===== config.mk =====
export PLATFORM = sky130hd
export DESIGN_NAME = rmq_isqrt
export DESIGN_NICKNAME = d
export VERILOG_FILES = /design/src/rtl/core/rmq_pkg.sv /design/src/rtl/core/rmq_isqrt.sv
export SDC_FILE = /design/constraint.sdc
export NUM_CORES = 1
export LEC_CHECK = 0
export BUFFER_PORTS_ARGS = -buffer_cell sky130_fd_sc_hd__buf_2
export CORE_MARGIN = 2
export CORE_UTILIZATION = 45
export DETAILED_ROUTE_END_ITERATION = 10
export GPL_TIMING_DRIVEN = 0
export SLEW_MARGIN = 0
export SYNTH_ARGS = -nofsm -noshare
export SYNTH_HDL_FRONTEND = slang
export SYNTH_SLANG_ARGS = --single-unit

===== constraint.sdc =====
create_clock -name i_clk -period 5.9 [get_ports i_clk]
set_input_delay 0.295 -clock i_clk [delete_from_list [all_inputs] [get_ports i_clk]]
set_output_delay 0.295 -clock i_clk [all_outputs]
set_load 0.02 [all_outputs]

===== src/rtl/core/rmq_pkg.sv =====
// shared constants and types for the rotation matrix to quaternion pipeline
// no dependencies
`timescale 1ns / 1ps
`default_nettype none
package rmq_pkg;
    localparam int FRAC_BITS_DEF = 14;
    localparam int ELEM_W        = 16;
    localparam int N_ELEM        = 9;
    localparam int N_COMP        = 4;
    localparam int IN_TDATA_W    = ELEM_W * N_ELEM;
    localparam int OUT_TDATA_W   = ELEM_W * N_COMP;

    // per-stage advance and item valid, handed to each pipelined unit
    typedef struct packed {
        logic en;
        logic valid;
    } t_stage_ctl;
endpackage
`default_nettype wire


===== src/rtl/core/rmq_isqrt.sv =====
// pipelined integer square root, one root bit per register stage
// depends on rmq_pkg
`timescale 1ns / 1ps
`default_nettype none
module rmq_isqrt #(
    parameter int IW  = 32,
    parameter int SBW = 1,
    localparam int OW = (IW + 1) / 2
) (
    input  wire logic               i_clk,
    input  wire logic               i_rst_n,
    input  wire rmq_pkg::t_stage_ctl i_ctl,
    input  wire logic [IW-1:0]      i_value,
    input  wire logic [SBW-1:0]     i_sb,
    output logic                    o_valid,
    output logic [OW-1:0]           o_root,
    output logic [SBW-1:0]          o_sb
);
    localparam int PW  = 2 * OW;
    localparam int RMW = OW + 2;

    logic           r_vld  [OW];
    logic [PW-1:0]  r_x    [OW];
    logic [RMW-1:0] r_rem  [OW];
    logic [OW-1:0]  r_root [OW];
    logic [SBW-1:0] r_sb   [OW];

    logic           p_vld  [OW];
    logic [PW-1:0]  p_x    [OW];
    logic [RMW-1:0] p_rem  [OW];
    logic [OW-1:0]  p_root [OW];
    logic [SBW-1:0] p_sb   [OW];

    assign p_vld[0]  = i_ctl.valid;
    assign p_x[0]    = PW'(i_value);
    assign p_rem[0]  = '0;
    assign p_root[0] = '0;
    assign p_sb[0]   = i_sb;

    for (genvar k = 0; k < OW; k++) begin : g_stage
        logic [RMW+1:0] wide;
        logic [RMW+1:0] trial;
        logic [RMW-1:0] n_rem;
        logic [OW-1:0]  n_root;

        if (k > 0) begin : g_link
            assign p_vld[k]  = r_vld[k-1];
            assign p_x[k]    = r_x[k-1];
            assign p_rem[k]  = r_rem[k-1];
            assign p_root[k] = r_root[k-1];
            assign p_sb[k]   = r_sb[k-1];
        end

        // bring down the next two radicand bits, try root*4+1
        always_comb begin
            wide  = {p_rem[k], p_x[k][PW-1 -: 2]};
            trial = (RMW+2)'({p_root[k], 2'b01});
            if (wide >= trial) begin
                n_rem  = RMW'(wide - trial);
                n_root = {p_root[k][OW-2:0], 1'b1};
            end else begin
                n_rem  = RMW'(wide);
                n_root = {p_root[k][OW-2:0], 1'b0};
            end
        end

        always_ff @(posedge i_clk) begin
            if (!i_rst_n) begin
                r_vld[k] <= 1'b0;
            end else if (i_ctl.en) begin
                r_vld[k] <= p_vld[k];
            end
        end

        always_ff @(posedge i_clk) begin
            if (i_ctl.en) begin
                r_x[k]    <= p_x[k] << 2;
                r_rem[k]  <= n_rem;
                r_root[k] <= n_root;
                r_sb[k]   <= p_sb[k];
            end
        end
    end

    assign o_valid = r_vld[OW-1];
    assign o_root  = r_root[OW-1];
    assign o_sb    = r_sb[OW-1];
endmodule
`default_nettype wire


==> results by stage <==
Outcome:
- The flow ran to the end, and the final reports show no timing, DRC or antenna violations.

STA:
- The final number of max-transition violations is 0.
- After layout, the worst path uses 61.3% of the clock period.
- In this run the tightest slew margin relative to its limit is 17.8%.
- The achievable clock frequency is roughly 280 MHz.
- Adding up every negative setup slack in the final design gives 0 ns.
- The clock arrives with approximately 0.033 ns of skew.
- Setup repair after global routing left no endpoint under its margin.
- The hold violation count in the final report is 0.
- At the pin with the least slew margin, the transition time is between 1 and 1.5 ns.
- Setup violations remaining at the end of the flow were counted as 0.
- The shortest period the worst path allows is about 3.6 ns.

CTS:
- The cell at the root of the clock tree is sky130_fd_sc_hd__clkbuf_16.
- The clock-pin transition on the worst setup and hold timing paths is 0.06 ns.
- The number of buffers added by the clock tree synthesis step is 72.
- The number of post-CTS setup repair buffers is 0.
- Counting every sink on the clock net gives 658.
- The maximum buffer depth of the clock tree is 3.
- The CTS H-tree depth is 3.
- In this run, post-CTS repair resized a total of 0 instances.
- TritonCTS built the clock tree.
- The clock latency of the later-clocked register in the worst-skew pair is 0.61 ns.

Place:
- The HPWL after detailed placement is 35.3 mm.
- Routability-driven placement finished with a final weighted congestion of about 0.91.
- During placement, the flow inserted port buffers numbering 54.
- Summing all placed instances gives a cell area of 31200 um2.
- The cell count after placement is 3090.

Critical path:
- Counting cells, the worst reg-to-reg path comes to 10.
- The signal on the critical path passes through ha_1, nand3_1, nor4b_1, nand4_1, nand3_1, or2_1, clkbuf_1, clkbuf_1, nand3b_1, xnor2_1.
- STA classifies the critical path endpoint as a register.
- In this run the critical register-to-register path is captured at r_rem[1][29].
- Data on the critical path is required at its endpoint by 6.23 ns.
- The arrival time reported for the critical path endpoint is 3.94 ns.
- The critical path's largest stage delay is around 0.68 ns.
- Of all nets on the critical path, the largest fanout is 10.
- STA classifies the critical path startpoint as a register.
- The launching point of the worst reg2reg path is r_rem[1][4].
- The slowest cell on the critical path is sky130_fd_sc_hd__nor4b_1.
- The setup slack of the most critical reg-to-reg path is 2.28 ns.
- The type of the worst setup path is register to register.

Drt:
- The final routed wire length divided by cell count is about 16 um.
- The first detailed-routing pass took 7 iterations.
- For this block, the initial DRC count from the detailed router was 1195.
- The via total after detailed routing is 16900.
- In the routed design, unresolved DRC markers number 0.
- In this run the remaining antenna-violating nets after routing total 0.
- After detailed routing, the number of vias per cell comes to 5.21.
- The final routed wirelength across all metal layers is 50.8 mm.

Power and ir drop:
- The net switching share of the total power is 25.0%.
- Internal power comes to ~9 mW.
- In this run, flip-flops and latches consume 50.9% of the power.
- The total power per unit cell area is 352 nW/um2.
- Combinational cells account for 14.0% of the total power.
- The worst-case IR drop observed on VDD is approximately 0.31 mV.
- Per report_power, the clock group accounts for 35.1% of the total.
- The completed layout was analyzed and its total power is 11.9 mW.
- The total net switching power is 2.97 mW.
- For this design the static power due to leakage is ~13 nW.

Hold path:
- The number of instances on the worst hold path is 2.
- The classification of the worst-slack hold path is input port to register.
- The worst hold path startpoint is i_rst_n.
- The end point of the worst hold path is r_vld[1][3].

Synth:
- Yosys mapped a number of flops with a built-in enable equal to 657.
- Each instance of the synthesized netlist takes up on average 13.7 um2.
- The number of unique standard cell types used by synthesis is 77.
- After synthesis, the share of flip-flops with an asynchronous set or reset is 0%.
- For this run, the leading register cell type out of synthesis is sky130_fd_sc_hd__edfxtp_1.
- The post-synth net total is 2357.
- The mapped netlist covers 29700 um2.
- The count of mapped cells out of synthesis is ~2200.
- The number of warnings issued by yosys is 0.
- After synthesis, flip-flops and latches occupy 66.4% of the total area.
- The register bit total from synthesis is approximately 660.

Global routing:
- In the global route stage, overall resource usage came out at 15.3%.
- The global-route wire length before repair is 84.6 mm.
- Global routing finished with a remaining overflow of 0.
- The via count of the first global-routing pass is between 15000 and 20000.
- The initial antenna violation count is 0.
- The pin count of the biggest net entering global routing is about 130.

Cells and area:
- The area overhead of the layout relative to synthesis is 13.6%.
- The final layout contains 2525 nets.
- The final standard cell count with taps included and fillers excluded is 3252.
- Leaving out fill and tap cells, the most frequent cells in the layout are sky130_fd_sc_hd__edfxtp_1, sky130_fd_sc_hd__inv_1, sky130_fd_sc_hd__ha_1.
- After routing the design area is about 34000 um2.
- The library cell used most frequently in the layout, excluding fill and tap cells, is sky130_fd_sc_hd__edfxtp_1.
- The number of antenna diodes in the final layout is 0.
- Cells with a size suffix above 1 make up 9.00% of the layout.

Die:
- The floorplan row count is 94.
- The initial utilization of the core area, before any placement, comes to 45.3%.
- The floorplan step defined a die boundary enclosing between 60000 and 70000 um2.
- The die width is 261 um.
- The boundary pin count is 55.
- The vertical die dimension is 261 um.
- The core box area is 65600 um2.

Flow run:
- The number of max-capacitance violations reported is 0.
==> logic make-up after synthesis <==
family | Yosys count | share of synthesized area [%]
xor gates and xnor gates | 193 | 5.74
other | 1 | 0.0126
and+or+nand+nor | 534 | 9.24
AOI/OAI and AO/OA | 373 | 7.86
muxes | 40 | 1.49
buffers and inverters | 215 | 2.78
DFF | 658 | 66.4
adders and majority gates | 153 | 6.44
==> final cells by class <==
class                   instances  area [um2]
flip-flops and latches        658       19700
plain buffers                  29         128
multi-input cells            1294        9150
well taps                     864        1080
inverters                     186         698
repair buffers                 94         768
fillers                      5597       31900
clock inverters                27         275
clock buffers                 100        1930
==> per-stage QoR <==
stage	util [%]	worst slack, ns	hold WS (ns)
2_1_floorplan	-	3.28	0.394
3_3_place_gp	47.3	-5.67	0.401
3_5_place_dp	47.6	2.34	0.405
4_1_cts	51.5	2.31	0.0503
5_1_grt	51.5	2.05	0.102
6_report	51.5	2.28	0.0828
==> metal layers <==
metal	vias to the layer above	part of all wire, %	GRT usage (%)
met5	-	0	0
met4	0	2.7	6.04
met3	93	5.5	2.83
met2	387	44	23.4
met1	8062	48	21.7
li1	8387	-	-
==> cell usage after synthesis, types with 16 or more instances <==
cell | n | share of area, %
sky130_fd_sc_hd__nand2b_1 | 28 | 0.59
sky130_fd_sc_hd__nand3_1 | 38 | 0.64
sky130_fd_sc_hd__xnor2_1 | 109 | 3.2
sky130_fd_sc_hd__o21ai_0 | 43 | 0.72
sky130_fd_sc_hd__nor2b_1 | 19 | 0.40
sky130_fd_sc_hd__a21o_1 | 31 | 0.78
sky130_fd_sc_hd__a21oi_1 | 128 | 2.2
sky130_fd_sc_hd__clkbuf_1 | 24 | 0.30
sky130_fd_sc_hd__mux2_1 | 20 | 0.76
sky130_fd_sc_hd__o21ai_1 | 42 | 0.71
sky130_fd_sc_hd__nand2_1 | 94 | 1.2
sky130_fd_sc_hd__inv_1 | 181 | 2.3
sky130_fd_sc_hd__and3_1 | 23 | 0.48
sky130_fd_sc_hd__nor4_1 | 31 | 0.65
sky130_fd_sc_hd__nor3_1 | 43 | 0.72
sky130_fd_sc_hd__xor2_1 | 82 | 2.4
sky130_fd_sc_hd__or3_1 | 16 | 0.34
sky130_fd_sc_hd__nor2_1 | 148 | 1.9
sky130_fd_sc_hd__o21a_1 | 31 | 0.78
sky130_fd_sc_hd__edfxtp_1 | 657 | 66
sky130_fd_sc_hd__ha_1 | 153 | 6.4
sky130_fd_sc_hd__nand4_1 | 28 | 0.59
==> power by group through the flow <==
stage / clock [mW] / sequential, mW / combinational, mW
global route: 4.52 / 6.10 / 1.88
finish: 4.17 / 6.05 / 1.67
global placement: 0 / 6.22 / 1.58
floorplan: 0 / 6.05 / 1.22
detailed placement: 0 / 6.15 / 1.63
CTS: 4.34 / 6.05 / 1.66
==> critical path: cells and delay by family, from the launching register on <==
kind                       cells  cell delay (ns)
and+or+nand+nor                6             1.63
buffers and inverters          2             0.73
DFF                            1             0.41
adders and majority gates      1             0.41
xor gates and xnor gates       1             0.16
==> sequential cells by signal, indices dropped and copies added, names as in the netlist <==
register / flops
r_rem: 250
r_x: 240
r_root: 136
r_sb: 16
r_vld: 16
==> worst max path at each step <==
stage / slack [ns] / cells after the start / to / start
final: 2.28 / 10 / r_rem[1][29] / r_rem[1][4]
after global routing: 2.05 / 10 / r_rem[1][33] / r_rem[1][4]
after CTS: 2.31 / 10 / r_rem[1][33] / r_rem[1][4]
after detailed placement: 2.34 / 10 / r_rem[1][33] / r_rem[1][4]
after global placement: -5.67 / 2 / r_vld[0][2] / i_ctl[1]
after floorplan: 3.28 / 10 / r_rem[1][111] / r_rem[1][90]
==> repair_timing <==
| action | CTS | global route |
|---|---|---|
| setup endpoints to repair | 0 | 0 |
| endpoints found under the hold margin | 35 | 0 |
| hold buffers | 35 | 0 |
Note: power is estimated with default switching activity, not from simulation.
