**config.mk**
```make
export PLATFORM = sky130hd
export DESIGN_NAME = rmq_div
export DESIGN_NICKNAME = d
export VERILOG_FILES = /design/src/rtl/core/rmq_pkg.sv /design/src/rtl/core/rmq_div.sv
export SDC_FILE = /design/constraint.sdc
export NUM_CORES = 1
export LEC_CHECK = 0
export BUFFER_PORTS_ARGS = -buffer_cell sky130_fd_sc_hd__buf_2
export CAP_MARGIN = 20
export CELL_PAD_IN_SITES_DETAIL_PLACEMENT = 2
export CELL_PAD_IN_SITES_GLOBAL_PLACEMENT = 2
export CORE_MARGIN = 8
export CORE_UTILIZATION = 45
export DETAILED_ROUTE_END_ITERATION = 12
export GPL_ROUTABILITY_DRIVEN = 1
export PLACE_DENSITY = 0.79
export REMOVE_ABC_BUFFERS = 1
export SETUP_SLACK_MARGIN = 0.2
export SYNTH_ARGS = -nofsm -noshare
export SYNTH_HDL_FRONTEND = slang
export SYNTH_SLANG_ARGS = --single-unit
export TNS_END_PERCENT = 100
```
**constraint.sdc**
```tcl
create_clock -name i_clk -period 7.59 [get_ports i_clk]
set_input_delay 1.518 -clock i_clk [delete_from_list [all_inputs] [get_ports i_clk]]
set_output_delay 1.518 -clock i_clk [all_outputs]
set_load 0.02 [all_outputs]
```
**src/rtl/core/rmq_pkg.sv**
```systemverilog
// shared constants and types for the rotation matrix to quaternion pipeline
// no dependencies
`timescale 1ns / 1ps
`default_nettype none
package rmq_pkg;
    localparam int FRAC_BITS_DEF = 14;
    localparam int ELEM_W        = 16;
    localparam int N_ELEM        = 9;
    localparam int N_COMP        = 4;
    localparam int IN_TDATA_W    = ELEM_W * N_ELEM;
    localparam int OUT_TDATA_W   = ELEM_W * N_COMP;

    // per-stage advance and item valid, handed to each pipelined unit
    typedef struct packed {
        logic en;
        logic valid;
    } t_stage_ctl;
endpackage
`default_nettype wire

```
**src/rtl/core/rmq_div.sv**
```systemverilog
// pipelined restoring divider, one quotient bit per register stage
// depends on rmq_pkg
`timescale 1ns / 1ps
`default_nettype none
module rmq_div #(
    parameter int DW  = 31,
    parameter int NW  = 17,
    parameter int QB  = 16,
    parameter int SBW = 1
) (
    input  wire logic               i_clk,
    input  wire logic               i_rst_n,
    input  wire rmq_pkg::t_stage_ctl i_ctl,
    input  wire logic [DW-1:0]      i_dividend,
    input  wire logic [NW-1:0]      i_divisor,
    input  wire logic [SBW-1:0]     i_sb,
    output logic                    o_valid,
    output logic [QB-1:0]           o_quot,
    output logic [SBW-1:0]          o_sb
);
    logic           r_vld [QB];
    logic [NW-1:0]  r_rem [QB];
    logic [QB-1:0]  r_low [QB];
    logic [QB-1:0]  r_q   [QB];
    logic [NW-1:0]  r_d   [QB];
    logic [SBW-1:0] r_sb  [QB];

    logic           p_vld [QB];
    logic [NW-1:0]  p_rem [QB];
    logic [QB-1:0]  p_low [QB];
    logic [QB-1:0]  p_q   [QB];
    logic [NW-1:0]  p_d   [QB];
    logic [SBW-1:0] p_sb  [QB];

    // upper dividend part is below the divisor, so only QB quotient bits remain
    assign p_vld[0] = i_ctl.valid;
    assign p_rem[0] = NW'(i_dividend[DW-1:QB]);
    assign p_low[0] = i_dividend[QB-1:0];
    assign p_q[0]   = '0;
    assign p_d[0]   = i_divisor;
    assign p_sb[0]  = i_sb;

    for (genvar k = 0; k < QB; k++) begin : g_stage
        logic [NW:0]   wide;
        logic [NW-1:0] n_rem;
        logic [QB-1:0] n_q;

        if (k > 0) begin : g_link
            assign p_vld[k] = r_vld[k-1];
            assign p_rem[k] = r_rem[k-1];
            assign p_low[k] = r_low[k-1];
            assign p_q[k]   = r_q[k-1];
            assign p_d[k]   = r_d[k-1];
            assign p_sb[k]  = r_sb[k-1];
        end

        always_comb begin
            wide = {p_rem[k], p_low[k][QB-1]};
            if (wide >= {1'b0, p_d[k]}) begin
                n_rem = NW'(wide - {1'b0, p_d[k]});
                n_q   = {p_q[k][QB-2:0], 1'b1};
            end else begin
                n_rem = NW'(wide);
                n_q   = {p_q[k][QB-2:0], 1'b0};
            end
        end

        always_ff @(posedge i_clk) begin
            if (!i_rst_n) begin
                r_vld[k] <= 1'b0;
            end else if (i_ctl.en) begin
                r_vld[k] <= p_vld[k];
            end
        end

        always_ff @(posedge i_clk) begin
            if (i_ctl.en) begin
                r_rem[k] <= n_rem;
                r_low[k] <= p_low[k] << 1;
                r_q[k]   <= n_q;
                r_d[k]   <= p_d[k];
                r_sb[k]  <= p_sb[k];
            end
        end
    end

    assign o_valid = r_vld[QB-1];
    assign o_quot  = r_q[QB-1];
    assign o_sb    = r_sb[QB-1];
endmodule
`default_nettype wire

```
==> results of run 1 <==
power groups by stage:
stage	logic, mW	registers [mW]	clock network [mW]
final	7.23	6.76	4.21
after detailed placement	7.00	6.85	0
after global placement	6.36	6.79	0
after global routing	7.89	6.84	4.48
after CTS	7.20	6.77	4.34
after floorplan	5.14	6.53	0
sequential cells by signal, summed over array words and instances, names as in the netlist:
| signal | flops |
|---|---|
| r_d | 255 |
| r_rem | 255 |
| r_q | 136 |
| r_low | 120 |
| r_sb | 16 |
| r_vld | 16 |
per-layer routing:
| layer | up-vias | routed length [um] | track usage (%) |
|---|---|---|---|
| met5 | - | 13 | 0 |
| met4 | 2 | 2840 | 5.90 |
| met3 | 195 | 3180 | 2.83 |
| met2 | 410 | 52800 | 37.2 |
| met1 | 12700 | 44900 | 26.2 |
| li1 | 11500 | - | - |
worst max-delay path by stage:
stage,to,slack [ns]
2_1_floorplan,r_rem[1][12]$_DFFE_PP_,3.59
3_3_place_gp,r_rem[0][3]$_DFFE_PP_,3.17
3_5_place_dp,r_rem[0][15]$_DFFE_PP_,3.01
4_1_cts,r_rem[3][18]$_DFFE_PP_,3.16
5_1_grt,r_rem[1][25]$_DFFE_PP_,2.98
6_report,r_rem[1][25]$_DFFE_PP_,3.20
cell usage after synthesis, types with 6 or more instances:
master	number	area (um^2)
mux2_2	170	1910
a21o_1	76	571
and2_1	8	50.1
nor4_1	8	50.1
xor2_1	70	613
a31oi_1	20	125
and3_1	33	206
nand2_1	144	541
inv_1	354	1330
nor2_1	132	495
or3_1	8	50.1
o31ai_1	13	97.6
a31o_2	6	52.6
edfxtp_1	797	23900
nand4_1	36	225
o21bai_1	32	240
a211oi_1	25	188
nand3_1	29	145
o41ai_1	9	78.8
o21ai_0	152	761
o211ai_1	10	75.1
or2_2	8	50.1
a21oi_1	189	946
mux2i_1	11	110
fa_1	15	300
nand2b_1	23	144
clkbuf_1	22	82.6
ha_1	271	3390
a211o_1	8	70.1
xnor2_1	130	1140
o2111ai_1	6	52.6
nor2b_1	26	163
o21a_1	26	195
nor3_1	48	240
o31a_1	15	131
worst reg2reg max path, stage by stage, from the launching register on:
cell and delay (ns):
edfxtp_1 0.35, inv_1 0.10, ha_1 0.18, inv_1 0.06, fa_1 0.43, a211oi_1 0.34
o21ai_0 0.20, a211oi_1 0.35, o211ai_1 0.26, a211oi_1 0.34, o21bai_1 0.15, a211oi_4 0.90
mux2_2 0.46
layout make-up:
class / instances / area [um^2]
fillers: 8471 / 43500
flip-flops and latches: 798 / 24000
multi-input cells: 1829 / 14200
clock buffers: 110 / 2280
well taps: 1165 / 1460
inverters: 354 / 1330
repair buffers: 90 / 636
clock inverters: 52 / 527
stage by stage:
step	total power, mW	worst slack (ns)	util (%)	hold slack (ns)	area [um^2]
after detailed placement	13.9	3.01	47.3	0.405	41500
after global routing	19.2	2.98	50.5	0.420	44400
final	18.2	3.20	50.5	0.409	44400
after CTS	18.3	3.16	50.5	0.410	44300
after global placement	13.1	3.17	47.2	0.400	41500
after floorplan	11.7	3.59	-	0.400	39500
logic make-up after synthesis:
kind of cell,share of synthesized area [%]
adders and majority gates,9.31
xor gates and xnor gates,4.42
DFF,60.4
and+or+nand+nor,6.21
AOI/OAI and AO/OA,10.7
buffers and inverters,3.79
muxes,5.11
==> run_results.csv, run 1 <==
group,metric,value,unit
yosys,synth_warnings,0,
timing,report.final.hold_viol_count,0,
final_layout,most-common-layout-cells,"edfxtp_1 (797), inv_1 (354), ha_1 (271)",
yosys,mappedNetlistArea,0.0396,mm^2
pwr,vdd_ir_drop_max,0.000347,V
grt,grt_pass1_wl,164000,um
cts,hold_buffers,0,
timing,slew_violations,0,
final_layout,layout-area-overhead-vs-synth,12.0,%
cts,cts_tree,"yes",
cts,clock_latency,0.66,ns
final_layout,drive_gt1_share,13.1,%
die,die_x,313,um
pwr,power_density,410,mW/mm^2
setup_path,worstReg2RegStart,"r_low[0][44]$_DFFE_PP_",
cts,cts-root-buf,"clkbuf_16",
yosys,ys.flop_type,"edfxtp_1",
timing,rsz0062_at_grt,"false",
routing,drc_errors,0,
pwr,p_int,11.8,mW
setup_path,crit_family,"compound AO/OA/AOI/OAI gates",
timing,setup_tns,0,ns
cts,cts.repair.resized,0,
final_layout,stdcell_count,4398,
routing,detail-route-antenna-nets,0,
grt,first_global_vias,28200,
routing,drt_iter0_drc,1570,
placed_design,dp.cells,4233,
grt,track_usage,20.8,%
cts,cts_buffers,88,
timing,period_share,57.9,%
timing,fmax,228,MHz
routing,wl_per_cell,23.6,um
setup_path,path_buf_inv,2,
die,core_area,0.0878,mm^2
cts,clock_path_buffers,3,
cts,cts.sinks,798,
timing,layout_min_cycle_time,4.39,ns
worst_hold_path,hp-start,"r_q[8][0]$_DFFE_PP_",
pwr,p_switching,6.41,mW
worst_hold_path,hold_path.class,"flop to flop",
grt,overflow,0,
cts,htreeDepth,3,
yosys,async_flop_share,0,%
die,rows,109,
die,ioPinCount,71,
routing,drt_first_pass_iters,5,
routing,routed_wl,104000,um
pwr,p_leak,17.5,nW
setup_path,path_max_fanout,18,
setup_path,crit_arrival,4.78,ns
final_layout,antenna_cells,0,
routing,viasPerCell,5.63,
setup_path,crit_start,"r_low[0][44]$_DFFE_PP_",
yosys,syn_avg_cell_area,13.1,um^2
placed_design,gp_congestion,0.877,
yosys,synth_edf_count,797,
setup_path,crit_chain,"inv_1 > ha_1 > inv_1 > fa_1 > a211oi_1 > o21ai_0 > a211oi_1 > o211ai_1 > a211oi_1 > o21bai_1 > a211oi_4 > mux2_2",
pwr,seqPwrFrac,37.2,%
cts,cts.repair_timing.setup_buffer_count,0,
pwr,swShare,35.2,%
setup_path,crit_cells,12,
setup_path,path_common_cell,"a211oi_1",
yosys,synth-seq-cells,798,
pwr,p_clk_share,23.1,%
setup_path,crit_path_top_delay_cell,"a211oi_4",
routing,via_count,24800,
die,initial_core_util,45.1,%
cts,path_clk_slew,0.06,ns
placed_design,io_buffers,70,
setup_path,end_kind,"flop",
final_layout,layout_commonest_cell,"edfxtp_1",
setup_path,cp-start-kind,"flop",
yosys,synthCells,3016,
run_status,outcome,"finished, final reports clean",
setup_path,timing.rr.end,"r_rem[1][25]$_DFFE_PP_",
worst_hold_path,holdPathStages,0,
setup_path,slowest_delay,0.90,ns
job,maxCapViolCount,0,
placed_design,dp_hpwl,73500,um
setup_path,worstPathRequired,7.98,ns
grt,grt_max_degree,114,
timing,max-slew-margin-rel,22.9,%
timing,skew,0.0179,ns
yosys,yosysUniqueCellTypes,74,
yosys,yosysSeqAreaShare,60.4,%
setup_path,r2r_cells,12,
die,die-area,0.0978,mm^2
setup_path,crit_type,"flop to flop",
pwr,pwr-share-comb,39.7,%
grt,antenna_found_initial,3,
final_layout,layout.nets,3500,
timing,worst_pin_slew,1.14,ns
die,die_h,313,um
setup_path,r2r_setup_slack,3.20,ns
timing,setup_viol,0,
worst_hold_path,min_to,"r_q[9][1]$_DFFE_PP_",
No activity file was read; power rests on OpenSTA's default activity.
==> inputs of run 2 (changes only) <==
- CORE_UTILIZATION: 45 -> 41
- PLACE_DENSITY: 0.79 -> 0.76
- clock period: 7.59 -> 3.6 ns (I/O delays scaled with it)
==> run 2 against run 1 <==
  * Register-to-register slack got worse by 3.1 ns
  * Wire length increased by 10%
  * Non-clock buffer count increased by 142
  * Worst setup slack got worse by 3.1 ns
  * Combinational power increased to 2.6 times the previous value
  * First-iteration DRC count decreased by 22%
  * Design area increased by 6.1%
  * Largest cell class unchanged
  * Largest power group unchanged
==> run_results.csv, run 2 (synthesized netlist as in run 1, its figures left out) <==
group,metric,value,unit
die,initial_core_util,41.2,%
cts,hold_buffers,0,
setup_path,crit_type,"flop to flop",
cts,clock_latency,0.67,ns
die,ioPinCount,71,
grt,antenna_found_initial,0,
routing,drc_errors,0,
routing,wl_per_cell,24.5,um
job,maxCapViolCount,0,
timing,max-slew-margin-rel,40.5,%
setup_path,cp-start-kind,"flop",
pwr,power_density,906,mW/mm^2
cts,cts.sinks,798,
setup_path,path_max_fanout,5,
die,die_h,327,um
routing,drt_first_pass_iters,5,
setup_path,end_kind,"flop",
grt,track_usage,20.7,%
placed_design,gp_congestion,0.872,
worst_hold_path,hp-start,"i_dividend[14]",
final_layout,final_util,48.9,%
cts,htreeDepth,3,
die,die-area,0.107,mm^2
grt,overflow,0,
worst_hold_path,holdPathStages,1,
final_layout,layout-area-overhead-vs-synth,18.8,%
timing,fmax,282,MHz
cts,path_clk_slew,0.06,ns
cts,cts_buffers,93,
grt,first_global_vias,29500,
timing,worst_pin_slew,0.885,ns
setup_path,r2r_setup_slack,0.05,ns
worst_hold_path,hold_path.class,"input pin to flop",
cts,clock_path_buffers,3,
placed_design,io_buffers,70,
routing,drt_iter0_drc,1219,
setup_path,worstPathRequired,4.01,ns
cts,cts_tree,"yes",
final_layout,drive_gt1_share,19.3,%
timing,slew_violations,0,
pwr,vdd_ir_drop_max,0.000452,V
setup_path,crit_arrival,3.96,ns
grt,grt_max_degree,104,
run_status,outcome,"finished, final reports clean",
final_layout,fillers,9160,
setup_path,crit_start,"r_low[0][44]$_DFFE_PP_",
final_layout,most-common-layout-cells,"edfxtp_1 (797), inv_1 (341), ha_1 (265)",
final_layout,reg_top3,"r_d (255), r_rem (255), r_q (136)",
routing,routed_wl,114000,um
die,die_x,327,um
grt,grt_pass1_wl,174000,um
final_layout,layout.nets,3649,
placed_design,dp_hpwl,76200,um
routing,viasPerCell,5.47,
pwr,power,42.7,mW
final_layout,layout_commonest_cell,"edfxtp_1",
timing,rsz0062_at_grt,"true",
cts,cts-root-buf,"clkbuf_16",
timing,period_share,98.6,%
pwr,p_leak,18.9,nW
timing,layout_min_cycle_time,3.55,ns
timing,skew,0.0239,ns
timing,setup_viol,0,
setup_path,worstReg2RegStart,"r_low[0][44]$_DFFE_PP_",
worst_hold_path,min_to,"r_low[0][14]$_DFFE_PP_",
setup_path,timing.rr.end,"r_rem[1][22]$_DFFE_PP_",
final_layout,antenna_cells,0,
routing,detail-route-antenna-nets,0,
die,rows,114,
setup_path,r2r_cells,16,
timing,report.final.hold_viol_count,0,
routing,via_count,25500,
die,core_area,0.0963,mm^2
## run 2: changes by cell type in the layout (fill, tap and decap cells not counted), sizes merged, moves of 2 or more
cell | previous run | this run
buf | 90 | 230
clkbuf | 110 | 121
clkinv | 43 | 38
inv | 354 | 357
bufinv | 7 | 9
o21ai | 154 | 156
## run 2: timing repair
action                     4_1_cts  5_1_grt
gates cloned                    13        2
resized for setup              137       67
setup buffers                   61       18
setup endpoints to repair      180      190
pin swaps                       49       44
## run 2: critical path, cell delays in order (launching register included)
cell and delay (ns):
edfxtp_1 0.39, inv_2 0.10, ha_4 0.14, inv_2 0.04, fa_2 0.36, a211oi_2 0.26, o21ai_2 0.12, a211oi_2 0.20
buf_4 0.15, o211ai_1 0.18, a211oi_1 0.28, o21bai_1 0.14, a211oi_4 0.26, buf_6 0.14, buf_4 0.11, buf_12 0.13
mux2_4 0.30
## run 2: worst max-delay path by stage
stage,end,slack (ns),cells past startpoint
after detailed placement,r_rem[3][18]$_DFFE_PP_,-0.28,11
after global placement,r_rem[1][18]$_DFFE_PP_,-0.04,14
after CTS,r_rem[4][13]$_DFFE_PP_,0.04,15
final,r_rem[1][22]$_DFFE_PP_,0.05,16
after floorplan,r_rem[1][12]$_DFFE_PP_,-0.40,10
after global routing,r_rem[1][31]$_DFFE_PP_,-0.10,16
## run 2: area by class of cell
class	count	area, um^2	share of cell area (%)
multi-input combinational	1831	14900	31.7
inverter	354	1330	2.83
timing repair buffer	232	2240	4.76
clock inverter	53	512	1.09
clock buffer	119	2520	5.35
sequential	798	24000	50.9
tap	1276	1600	3.39
## run 2: power breakdown
part	internal (mW)	switching [mW]
logic	9.00	9.76
clock network	5.59	3.91
registers	13.1	1.34
total	27.7	15.0
## run 2: metrics by stage
step                      area [um^2]  setup TNS (ns)  setup slack (ns)  instances  hold WS, ns
after detailed placement        42200          -10.09            -0.280       4396        0.405
after global routing            47100           -1.46            -0.102       4663        0.214
after floorplan                 39500           -4.48            -0.395       2981        0.400
after global placement          42200          -0.598           -0.0393       4396        0.401
final                           47100               0            0.0506       4663        0.233
after CTS                       46600               0            0.0361       4642        0.187
## run 2: routing by layer
layer / GRT usage [%] / up-vias / share of wire [%]
met5: 0 / - / 0
met4: 10.7 / 0 / 5.1
met3: 2.62 / 281 / 2.6
met2: 40.6 / 450 / 56
met1: 21.3 / 13000 / 36
li1: - / 11800 / -
==> inputs of run 3 (changes only) <==
- CTS_CLUSTER_SIZE: default -> 8
- GPL_TIMING_DRIVEN: default -> 0
==> run 3 against run 2 <==
  * The run now ends with setup timing left
  * Sequential power about the same
  * Global-route usage decreased by 1.9 points
  * Critical endpoint is now r_rem[1][27]$_DFFE_PP_
  * Die area unchanged
  * Critical path depth fell by 3
  * Clock power fell by 2%
  * Clock-buffer cell count increased by 9
  * Combinational power shrank 4%
  * Via count is 2.2% lower
  * Sequential share of layout area is 0.33 points higher
  * Register-to-register slack lost 0.06 ns
  * Flip-flop and latch count unchanged
  * First-iteration DRC count fell by 13%
==> run_results.csv, run 3 (synthesized netlist as in run 1, its figures left out) <==
group,metric,value,unit
setup_path,path_buf_inv,3,
timing,rsz0062_at_grt,"true",
final_layout,layout_commonest_cell,"edfxtp_1",
grt,met2_usage,37.5,%
timing,setup_viol,3,
timing,layout_min_cycle_time,3.61,ns
routing,wl_per_cell,22.7,um
setup_path,crit_family,"compound AO/OA/AOI/OAI gates",
final_layout,layout-area-overhead-vs-synth,18.1,%
setup_path,crit_path_top_delay_cell,"edfxtp_1",
worst_hold_path,hold_path.class,"input pin to flop",
die,die_h,327,um
final_layout,multiInputGateArea,0.0152,mm^2
die,core_area,0.0963,mm^2
routing,detail-route-antenna-nets,0,
placed_design,io_buffers,70,
grt,first_global_vias,28900,
placed_design,dp.cells,4343,
final_layout,final_util,48.6,%
grt,gr-max-usage-layer,"met2",
timing,fmax,277,MHz
cts,hold_buffers,0,
setup_path,worstPathRequired,4.04,ns
die,initial_core_util,41.2,%
setup_path,path_max_fanout,5,
cts,cts.sinks,798,
timing,max-slew-margin-rel,29.9,%
cts,cts-root-buf,"clkbuf_16",
die,die-area,0.107,mm^2
setup_path,end_kind,"flop",
placed_design,dp_hpwl,68800,um
setup_path,crit_type,"flop to flop",
die,ioPinCount,71,
final_layout,stdcell_count,4593,
grt,met3_usage,2.34,%
timing,period_share,100,%
placed_design,gp_congestion,0.872,
setup_path,crit_arrival,4.05,ns
run_status,outcome,"complete, but fails checks",
pwr,p_leak,18.7,nW
setup_path,r2r_setup_slack,-0.007,ns
setup_path,crit_chain,"ha_2 > inv_2 > fa_2 > a211oi_2 > o21ai_1 > a211oi_2 > o211ai_1 > a211oi_2 > o21bai_2 > a211oi_4 > buf_6 > buf_16 > mux2_4",
job,maxCapViolCount,0,
final_layout,seqCellArea,0.0240,mm^2
routing,drt_first_pass_iters,6,
setup_path,slowest_delay,0.54,ns
setup_path,path_common_cell,"a211oi_2",
grt,use_met1,19.6,%
pwr,power_density,890,mW/mm^2
cts,clock_latency,0.70,ns
final_layout,layout.nets,3630,
grt,track_usage,18.8,%
grt,grt_pass1_wl,162000,um
cts,clock_path_buffers,3,
cts,htreeDepth,3,
run_status,violations,"setup timing",
timing,slew_violations,0,
timing,skew,0.0390,ns
die,die_x,327,um
placed_design,pre_cts_ws,-1.03,ns
timing,holdWs,0.206,ns
routing,drc_errors,0,
die,rows,114,
timing,report.final.hold_viol_count,0,
grt,overflow,0,
routing,routed_wl,104000,um
pwr,vdd_ir_drop_max,0.000511,V
final_layout,drive_gt1_share,18.4,%
cts,cts_buffers,110,
routing,drt_iter0_drc,1055,
cts,path_clk_slew,0.05,ns
grt,antenna_found_initial,0,
cts,cts_tree,"yes",
routing,via_count,24900,
final_layout,reg_top3,"r_d (255), r_rem (255), r_q (136)",
final_layout,most-common-layout-cells,"edfxtp_1 (797), inv_1 (339), ha_1 (264)",
grt,grt_max_degree,134,
final_layout,fillers,9193,
routing,viasPerCell,5.43,
setup_path,cp-start-kind,"flop",
timing,worst_pin_slew,1.04,ns
timing,fin_ws,-0.00699,ns
==> run 3: per-layer routing <==
layer | share of wire, % | vias to the layer above
li1 | - | 11700
met1 | 38 | 12700
met2 | 56 | 338
met3 | 2.4 | 222
met4 | 3.8 | 0
met5 | 0 | -
==> run 3: per-stage QoR <==
stage	cell area, um^2	TNS (ns)	total power, mW
final	46800	-0.0149	41.6
after floorplan	39500	-4.48	24.6
after detailed placement	41700	-106.90	29.1
after global routing	46800	-0.972	43.8
after CTS	46300	0	41.1
after global placement	41400	-8617.62	28.0
==> run 3: path summary, 6_finish.rpt <==
kind	from	endpoint	cells after the start
max	r_d[0][34]$_DFFE_PP_	r_rem[1][27]$_DFFE_PP_	13
min	i_dividend[13]	r_low[0][13]$_DFFE_PP_	1
max reg2reg	r_d[0][34]$_DFFE_PP_	r_rem[1][27]$_DFFE_PP_	13
min reg2reg	r_low[0][86]$_DFFE_PP_	r_low[0][102]$_DFFE_PP_	0
==> run 3: report_power, final <==
group	internal, mW	switching, mW
logic	8.64	9.48
registers	13.1	1.14
clock network	5.45	3.86
total	27.2	14.5
==> run 3: layout make-up <==
class	count	area share, %
Antenna cell	1	0.00535
Clock buffer	128	6.03
Clock inverter	9	0.326
Inverter	354	2.85
Multi-Input combinational cell	1835	32.4
Sequential cell	798	51.2
Tap cell	1276	3.41
Timing Repair Buffer	192	3.79
==> run 3: what timing repair did <==
| item | 4_1_cts | 5_1_grt |
|---|---|---|
| gates resized for setup | 204 | 52 |
| setup endpoints to repair | 216 | 192 |
| buffers inserted | 68 | 29 |
| gates cloned | 11 | 2 |
| pin swaps | 58 | 64 |
